### src/rtl/swcb_pkg.sv
`default_nettype none
// ----------------------------------------------------------------------------
// swcb_pkg
// Shared types and constants of the section write-combining buffer.
// ----------------------------------------------------------------------------
package swcb_pkg;
    localparam int NUM_SECTIONS_DEF = 20;
    localparam int NUM_SLOTS_DEF    = 4;
    localparam int SLOT_BYTES_DEF   = 128;

    localparam logic [1:0] CMD_APPEND = 2'd0;
    localparam logic [1:0] CMD_SIZE   = 2'd1;
    localparam logic [1:0] CMD_FLUSH  = 2'd2;
    localparam logic [1:0] CMD_RSVD   = 2'd3;   // unused, ignored

    // Commands from controller to datapath
    typedef struct packed {
        logic load;      // capture the input request
        logic hit_wr;    // write byte into hit slot / claim slot
        logic rc_start;  // start address recompute walk
        logic rc_step;   // advance recompute walk
        logic em_start;  // start emitting a slot
        logic em_step;   // a word was sent
        logic em_done;   // finish emitting: advance address, free slot
        logic sel_next;  // advance flush scan slot
    } swcb_cmd_t;

    // Status from datapath to controller
    typedef struct packed {
        logic cmd_valid_sec; // section in range
        logic hit;
        logic hit_full;      // hit slot becomes full after this byte
        logic victim_busy;   // miss victim holds bytes that must leave
        logic rc_last;
        logic em_last;       // current word is the last of the slot
        logic em_empty;      // selected slot has nothing to emit
        logic scan_valid;    // flush scan slot is owned
        logic scan_last;     // flush scan slot is the last slot
        logic any_later;     // an owned, non-empty slot remains after scan slot
    } swcb_sts_t;
endpackage
`default_nettype wire

### src/rtl/swcb_ctrl.sv
`default_nettype none
// ----------------------------------------------------------------------------
// swcb_ctrl
// Control state machine: sequences append, recompute, and flush requests.
// ----------------------------------------------------------------------------
module swcb_ctrl (
    input  wire logic                aclk,
    input  wire logic                aresetn,
    input  wire logic                s_valid,
    output logic                     s_ready,
    input  wire logic [1:0]          s_cmd,
    input  wire logic                m_ready,
    output logic                     m_valid,
    output logic                     m_last,
    output swcb_pkg::swcb_cmd_t      cmd,
    input  wire swcb_pkg::swcb_sts_t sts
);
    localparam logic [2:0] ST_IDLE  = 3'd0;
    localparam logic [2:0] ST_DEC   = 3'd1;
    localparam logic [2:0] ST_RC    = 3'd2;
    localparam logic [2:0] ST_EMRD  = 3'd3;
    localparam logic [2:0] ST_EMIT  = 3'd4;
    localparam logic [2:0] ST_SCAN  = 3'd5;

    logic [2:0] state_reg, state_next;
    logic [1:0] op_reg, op_next;
    logic       fin_reg, fin_next;   // this emit ends the request

    always_ff @(posedge aclk) begin
        if (!aresetn) begin
            state_reg <= ST_IDLE;
            op_reg    <= '0;
            fin_reg   <= 1'b0;
        end else begin
            state_reg <= state_next;
            op_reg    <= op_next;
            fin_reg   <= fin_next;
        end
    end

    // Sequence one request at a time
    always_comb begin
        state_next = state_reg;
        op_next    = op_reg;
        fin_next   = fin_reg;
        cmd        = '0;
        s_ready    = 1'b0;
        m_valid    = 1'b0;
        m_last     = 1'b0;
        unique case (state_reg)
            ST_IDLE: begin
                s_ready = 1'b1;
                if (s_valid) begin
                    cmd.load   = 1'b1;
                    op_next    = s_cmd;
                    state_next = ST_DEC;
                end
            end
            ST_DEC: begin
                state_next = ST_IDLE;
                if (op_reg == swcb_pkg::CMD_APPEND && sts.cmd_valid_sec) begin
                    if (sts.hit) begin
                        cmd.hit_wr = 1'b1;
                        if (sts.hit_full) begin
                            cmd.em_start = 1'b1;
                            fin_next     = 1'b1;
                            state_next   = ST_EMRD;
                        end
                    end else if (sts.victim_busy) begin
                        // evict first; the byte is written after emission
                        cmd.em_start = 1'b1;
                        fin_next     = 1'b1;
                        state_next   = ST_EMRD;
                    end else begin
                        cmd.hit_wr = 1'b1;
                    end
                end else if (op_reg == swcb_pkg::CMD_SIZE && sts.cmd_valid_sec) begin
                    cmd.rc_start = 1'b1;
                    state_next   = ST_RC;
                end else if (op_reg == swcb_pkg::CMD_FLUSH) begin
                    state_next = ST_SCAN;
                end
            end
            ST_RC: begin
                cmd.rc_step = 1'b1;
                if (sts.rc_last) begin
                    state_next = ST_IDLE;
                end
            end
            ST_SCAN: begin
                if (sts.scan_valid && !sts.em_empty) begin
                    cmd.em_start = 1'b1;
                    fin_next     = !sts.any_later;
                    state_next   = ST_EMRD;
                end else begin
                    // owned but empty slots are just freed
                    if (sts.scan_valid) begin
                        cmd.em_done = 1'b1;
                    end
                    cmd.sel_next = 1'b1;
                    if (sts.scan_last) begin
                        state_next = ST_IDLE;
                    end
                end
            end
            ST_EMRD: begin
                state_next = ST_EMIT;
            end
            ST_EMIT: begin
                m_valid = 1'b1;
                m_last  = fin_reg && sts.em_last;
                if (m_ready) begin
                    cmd.em_step = 1'b1;
                    if (sts.em_last) begin
                        cmd.em_done = 1'b1;
                        if (op_reg == swcb_pkg::CMD_FLUSH) begin
                            cmd.sel_next = 1'b1;
                            state_next   = sts.scan_last ? ST_IDLE : ST_SCAN;
                        end else begin
                            state_next = ST_IDLE;
                        end
                    end else begin
                        state_next = ST_EMRD;
                    end
                end
            end
            default: state_next = ST_IDLE;
        endcase
    end
endmodule
`default_nettype wire

### config.mk
export PLATFORM = sky130hd
export DESIGN_NAME = swcb_ctrl
export DESIGN_NICKNAME = d
export VERILOG_FILES = /design/src/rtl/swcb_pkg.sv /design/src/rtl/swcb_ctrl.sv
export SDC_FILE = /design/constraint.sdc
export NUM_CORES = 1
export LEC_CHECK = 0
export ABC_AREA = 1
export BUFFER_PORTS_ARGS = -buffer_cell sky130_fd_sc_hd__buf_2
export CAP_MARGIN = 20
export CORE_AREA = 10 10 47 49
export DETAILED_ROUTE_END_ITERATION = 10
export DIE_AREA = 0 0 57 59
export PLACE_DENSITY_LB_ADDON = 0.08
export SLEW_MARGIN = 10
export SYNTH_ARGS = -nofsm -noshare
export SYNTH_HDL_FRONTEND = slang
export SYNTH_SLANG_ARGS = --single-unit
### constraint.sdc
create_clock -name aclk -period 2.15 [get_ports aclk]
set_input_delay 0.1075 -clock aclk [delete_from_list [all_inputs] [get_ports aclk]]
set_output_delay 0.1075 -clock aclk [all_outputs]
set_load 0.005 [all_outputs]
======== Word-level counts from Yosys, hierarchy flattened ========
Index checks and enable logic that the tools add are counted.
word-level totals
  bits in registers ....................... 6
  bits of input ports ..................... 16
  output and inout bits ................... 11
  word-level logic and storage cells ...... 76
operators by class
  equality and inequality tests ........... 15
  mux-type cells .......................... 46
  reduce and logical (&&, ||, !) cells .... 12
operators by type and width
  cell                                                              count
  3-bit two-way mux                                                 13
  1-bit two-way mux                                                 24
  3-bit one-hot mux with 6 select lines                             1
  2-bit two-way mux                                                 5
  2-bit != test (second input constant)                             5
  3-bit != test (second input constant)                             3
  3-bit by 2-bit == test with 1-bit output (second input constant)  2
  3-bit == test (second input constant)                             2
  5-bit AND reduction                                               1
  1-bit logical AND                                                 4
  1-bit one-hot mux with 2 select lines                             2
  2-bit one-hot mux with 2 select lines                             1
  4-bit AND reduction                                               1
  3-bit by 1-bit == test with 1-bit output (second input constant)  1
  3-bit logical NOT                                                 1
  2-bit by 1-bit == test with 1-bit output (second input constant)  1
  2-bit == test (second input constant)                             1
  1-bit logical NOT                                                 2
  2-bit logical NOT                                                 1
  2-bit AND reduction                                               1
  2-bit nonzero test                                                1

======== Logic depth before layout (Yosys ltp) ========
  depth in word-level cells ............... 5
  depth in mapped cells ................... 8
  gate-level depth less buffers ........... 8

======== Worst setup path before layout ========
Ideal clock, no wire load.
  path type ............................... register to register
  start point ............................. register state_reg[1]
  end point ............................... register op_reg[0]
  data arrival time ....................... 1035 ps
  required time ........................... 2030 ps
  setup slack ............................. 995 ps
  cell stages (with the launch flop) ...... 9
  clock period less this slack ............ 1155 ps
  cells stage by stage .................... dfxtp_1 -> nor2_2 -> inv_2 -> nor2_4 -> inv_2 -> nor2_4 -> inv_1 -> o21ai_0 -> a21oi_1
on the way
  longest elaborated chain between the ends .. 2
RTL lines
  element                        RTL line         text
  from (decl)                    swcb_ctrl.sv:25  logic [2:0] state_reg, state_next;
  from (signal assigned)         swcb_ctrl.sv:35  state_reg <= state_next;
  3-bit logical NOT              swcb_ctrl.sv:50  unique case (state_reg)
  2-bit AND reduction (no line)  -
  to (signal assigned)           swcb_ctrl.sv:36  op_reg <= op_next;
  to (decl)                      swcb_ctrl.sv:26  logic [1:0] op_reg, op_next;
Every way passes these cells.
A chain may end at the register's enable or synchronous reset.

==> run_results.csv <==
group,metric,value,unit
run_status,status,"completed",
sta,setup_viol,0,
pwr,p_switching,354,uW
synth,syn-num-nets,110,
global_route,grt_max_degree,11,
clock_tree,cts-root-buf,"clkbuf_4",
flow_run,cap_violations,0,
pwr,swShare,47.7,%
clock_tree,tritoncts,"built",
pwr,power_density,1060,mW/mm2
cells_and_area,multi_input_area,324,um2
sta,hold_slack,0.132,ns
global_route,grtUsageTotal,8.77,%
die,std_cell_rows,14,
setup_path,cp.arrival,1.48,ns
detailed_routing,wl_met3,133,um
pwr,p_leak,0.000420,uW
detailed_routing,wl_met1,663,um
detailed_routing,drt_first_pass_iters,4,
synth,ys_types,19,
synth,synth_edf_count,0,
die,start_util,38.1,%
die,die_x,57,um
placement,gp_congestion,0.849,
setup_path,worst-path-buf-inv,1,
cells_and_area,area_growth,30.9,%
die,die_area,0.00336,mm2
hold_path,min_path_type,"in2reg",
clock_tree,cts_buffer_depth,2,
synth,yosysWarnings,0,
setup_path,startpoint_type,"flop",
synth,synthCells,94,
cells_and_area,largest_reg_flops,3,
sta,tns,0,ns
cells_and_area,diodes,0,
cells_and_area,seqCellArea,120,um2
clock_tree,cts_resized,0,
synth,synth.area.top_cells,"dfxtp_1 (22%), nand2_1 (15%), inv_1 (13%)",
detailed_routing,ant_nets,0,
clock_tree,insertion_delay,0.26,ns
pwr,ir_drop,536,uV
detailed_routing,viasPerCell,4.56,
pwr,total_power,742,uW
sta,rsz0062_at_grt,"false",
clock_tree,clock_sinks,6,
synth,seq_area_frac_synth,22.5,%
placement,hpwlAfterDp,1.30,mm
pwr,p_clk_share,14.8,%
die,ios,27,
cells_and_area,nNetsFinal,140,
sta,worst_pin_slew,0.410,ns
detailed_routing,drt_iter0_drc,9,
placement,io_buffers,26,
detailed_routing,finalWirelength,1.48,mm
sta,timing.fmax,631,MHz
synth,ys_async_sr_fraction,0,%
synth,ys_seq_elements,6,
synth,synth_common_cells,"nand2_1 (21), inv_1 (19), nor2_1 (11)",
detailed_routing,vias,629,
synth,yosysMostFrequentCell,"nand2_1",
setup_path,critPathTopFamily,"flip-flops",
die,coreArea,0.00140,mm2
clock_tree,cts_max_level,1,
detailed_routing,drc,0,
setup_path,worst-setup-path-type,"reg2out",
setup_path,path_cells,"nand3_1, o21ai_0, buf_2",
sta,slew_headroom,72.7,%
cells_and_area,post-route-util,49.9,%
sta,finalMaxSlewViolations,0,
setup_path,crit_required,2.04,ns
synth,synth_area,534,um2
synth,synthFlopType,"dfxtp_1",
setup_path,critPathMaxStageDelay,0.56,ns
global_route,grt_overflow,0,
sta,hold_viol,0,
global_route,grt_first_pass_wirelength,2.35,mm
clock_tree,clkTransAtPathRegs,0.05,ns
clock_tree,numCtsBuffers,3,
cells_and_area,layoutNonFillerInstCount,138,
clock_tree,hold_buffers,0,
synth,synth_top_area_cell,"dfxtp_1",
detailed_routing,highest_layer,"met4",
global_route,antenna_found_initial,0,
pwr,internal_power,388,uW
global_route,first_global_vias,593,
synth,synth_top_area_share,22.5,%
sta,clock_skew,0.00324,ns
pwr,p_seq_share,27.3,%
synth,avgSynthCellArea,5.68,um2
setup_path,cp-end-kind,"output port",
setup_path,crit_path_max_fanout,10,
cells_and_area,fill_cells,151,
detailed_routing,dr_wl_met2,633,um
placement,placed_cells,135,
sta,period_needed,1.59,ns
clock_tree,cts_setup_buffers,0,
setup_path,worst_path_max_delay_cell,"dfxtp_1",
cells_and_area,drive_above_1_share,32.8,%
detailed_routing,avgRoutedWirePerCell,10.7,um
die,die_height,59,um
pwr,comb_power_share,57.9,%
sta,finalCritPeriodShare,73.7,%
==> final timing paths <==
check	start	to	slack (ns)	depth (start not counted)
worst max-delay path	state_reg[2]$_SDFFE_PN0P_	cmd[3]	0.56	3
worst max register to register	state_reg[2]$_SDFFE_PN0P_	state_reg[1]$_SDFFE_PN0P_	0.75	6
worst min register to register	fin_reg$_SDFFE_PN0P_	fin_reg$_SDFFE_PN0P_	0.47	2
worst min-delay path	aresetn	state_reg[0]$_SDFFE_PN0P_	0.13	3
==> kinds of logic (layout without fill, tap and decap cells) <==
group	count (synthesis)	in the layout	synth area share, %
buffers and inverters	23	51	16.9
and+or+nand+nor	51	51	46.8
AOI/OAI and AO/OA	14	14	13.8
DFF	6	6	22.5
==> placed cells by master, fill, tap and decap left out, drive strengths merged, types with 3 or more instances in the layout <==
cell type / netlist / final
nand3: 5 / 5
a21oi: 6 / 6
clkbuf: 0 / 3
nor3: 4 / 4
o21ai: 6 / 6
dfxtp: 6 / 6
nand2: 22 / 22
buf: 1 / 26
nor2: 16 / 16
inv: 22 / 22
==> power by group through the flow <==
stage	combinational [uW]	sequential (uW)	clock [uW]
after floorplan	351	176	0
after global placement	437	203	0
after detailed placement	438	204	0
after CTS	439	202	109
after global routing	498	209	114
final	430	203	109
==> tightest hold or removal path, delay by kind of cell <==
kind / cells / cell delay, ns
AO/OA/AOI/OAI: 1 / 0.04
buffers and inverters: 2 / 0.20
==> stage by stage <==
| step | worst slack (ns) | cell area, um2 |
|---|---|---|
| after CTS | 0.581 | 699 |
| final | 0.565 | 699 |
| after global placement | 0.827 | 677 |
| after floorplan | 0.995 | 534 |
| after detailed placement | 0.777 | 677 |
| after global routing | 0.476 | 699 |
==> cell type report <==
class | count | share of cell area (%)
sequential | 6 | 17.2
timing repair buffer | 26 | 18.6
clock buffer | 3 | 3.22
tap | 16 | 2.86
inverter | 22 | 11.8
multi-input combinational | 65 | 46.3
==> metal layers <==
| metal | GRT usage [%] | vias up |
|---|---|---|
| li1 | - | 346 |
| met1 | 9.40 | 259 |
| met2 | 13.5 | 19 |
| met3 | 4.08 | 5 |
| met4 | 6.04 | 0 |
| met5 | 0 | - |
No activity file was read; power rests on OpenSTA's default activity.
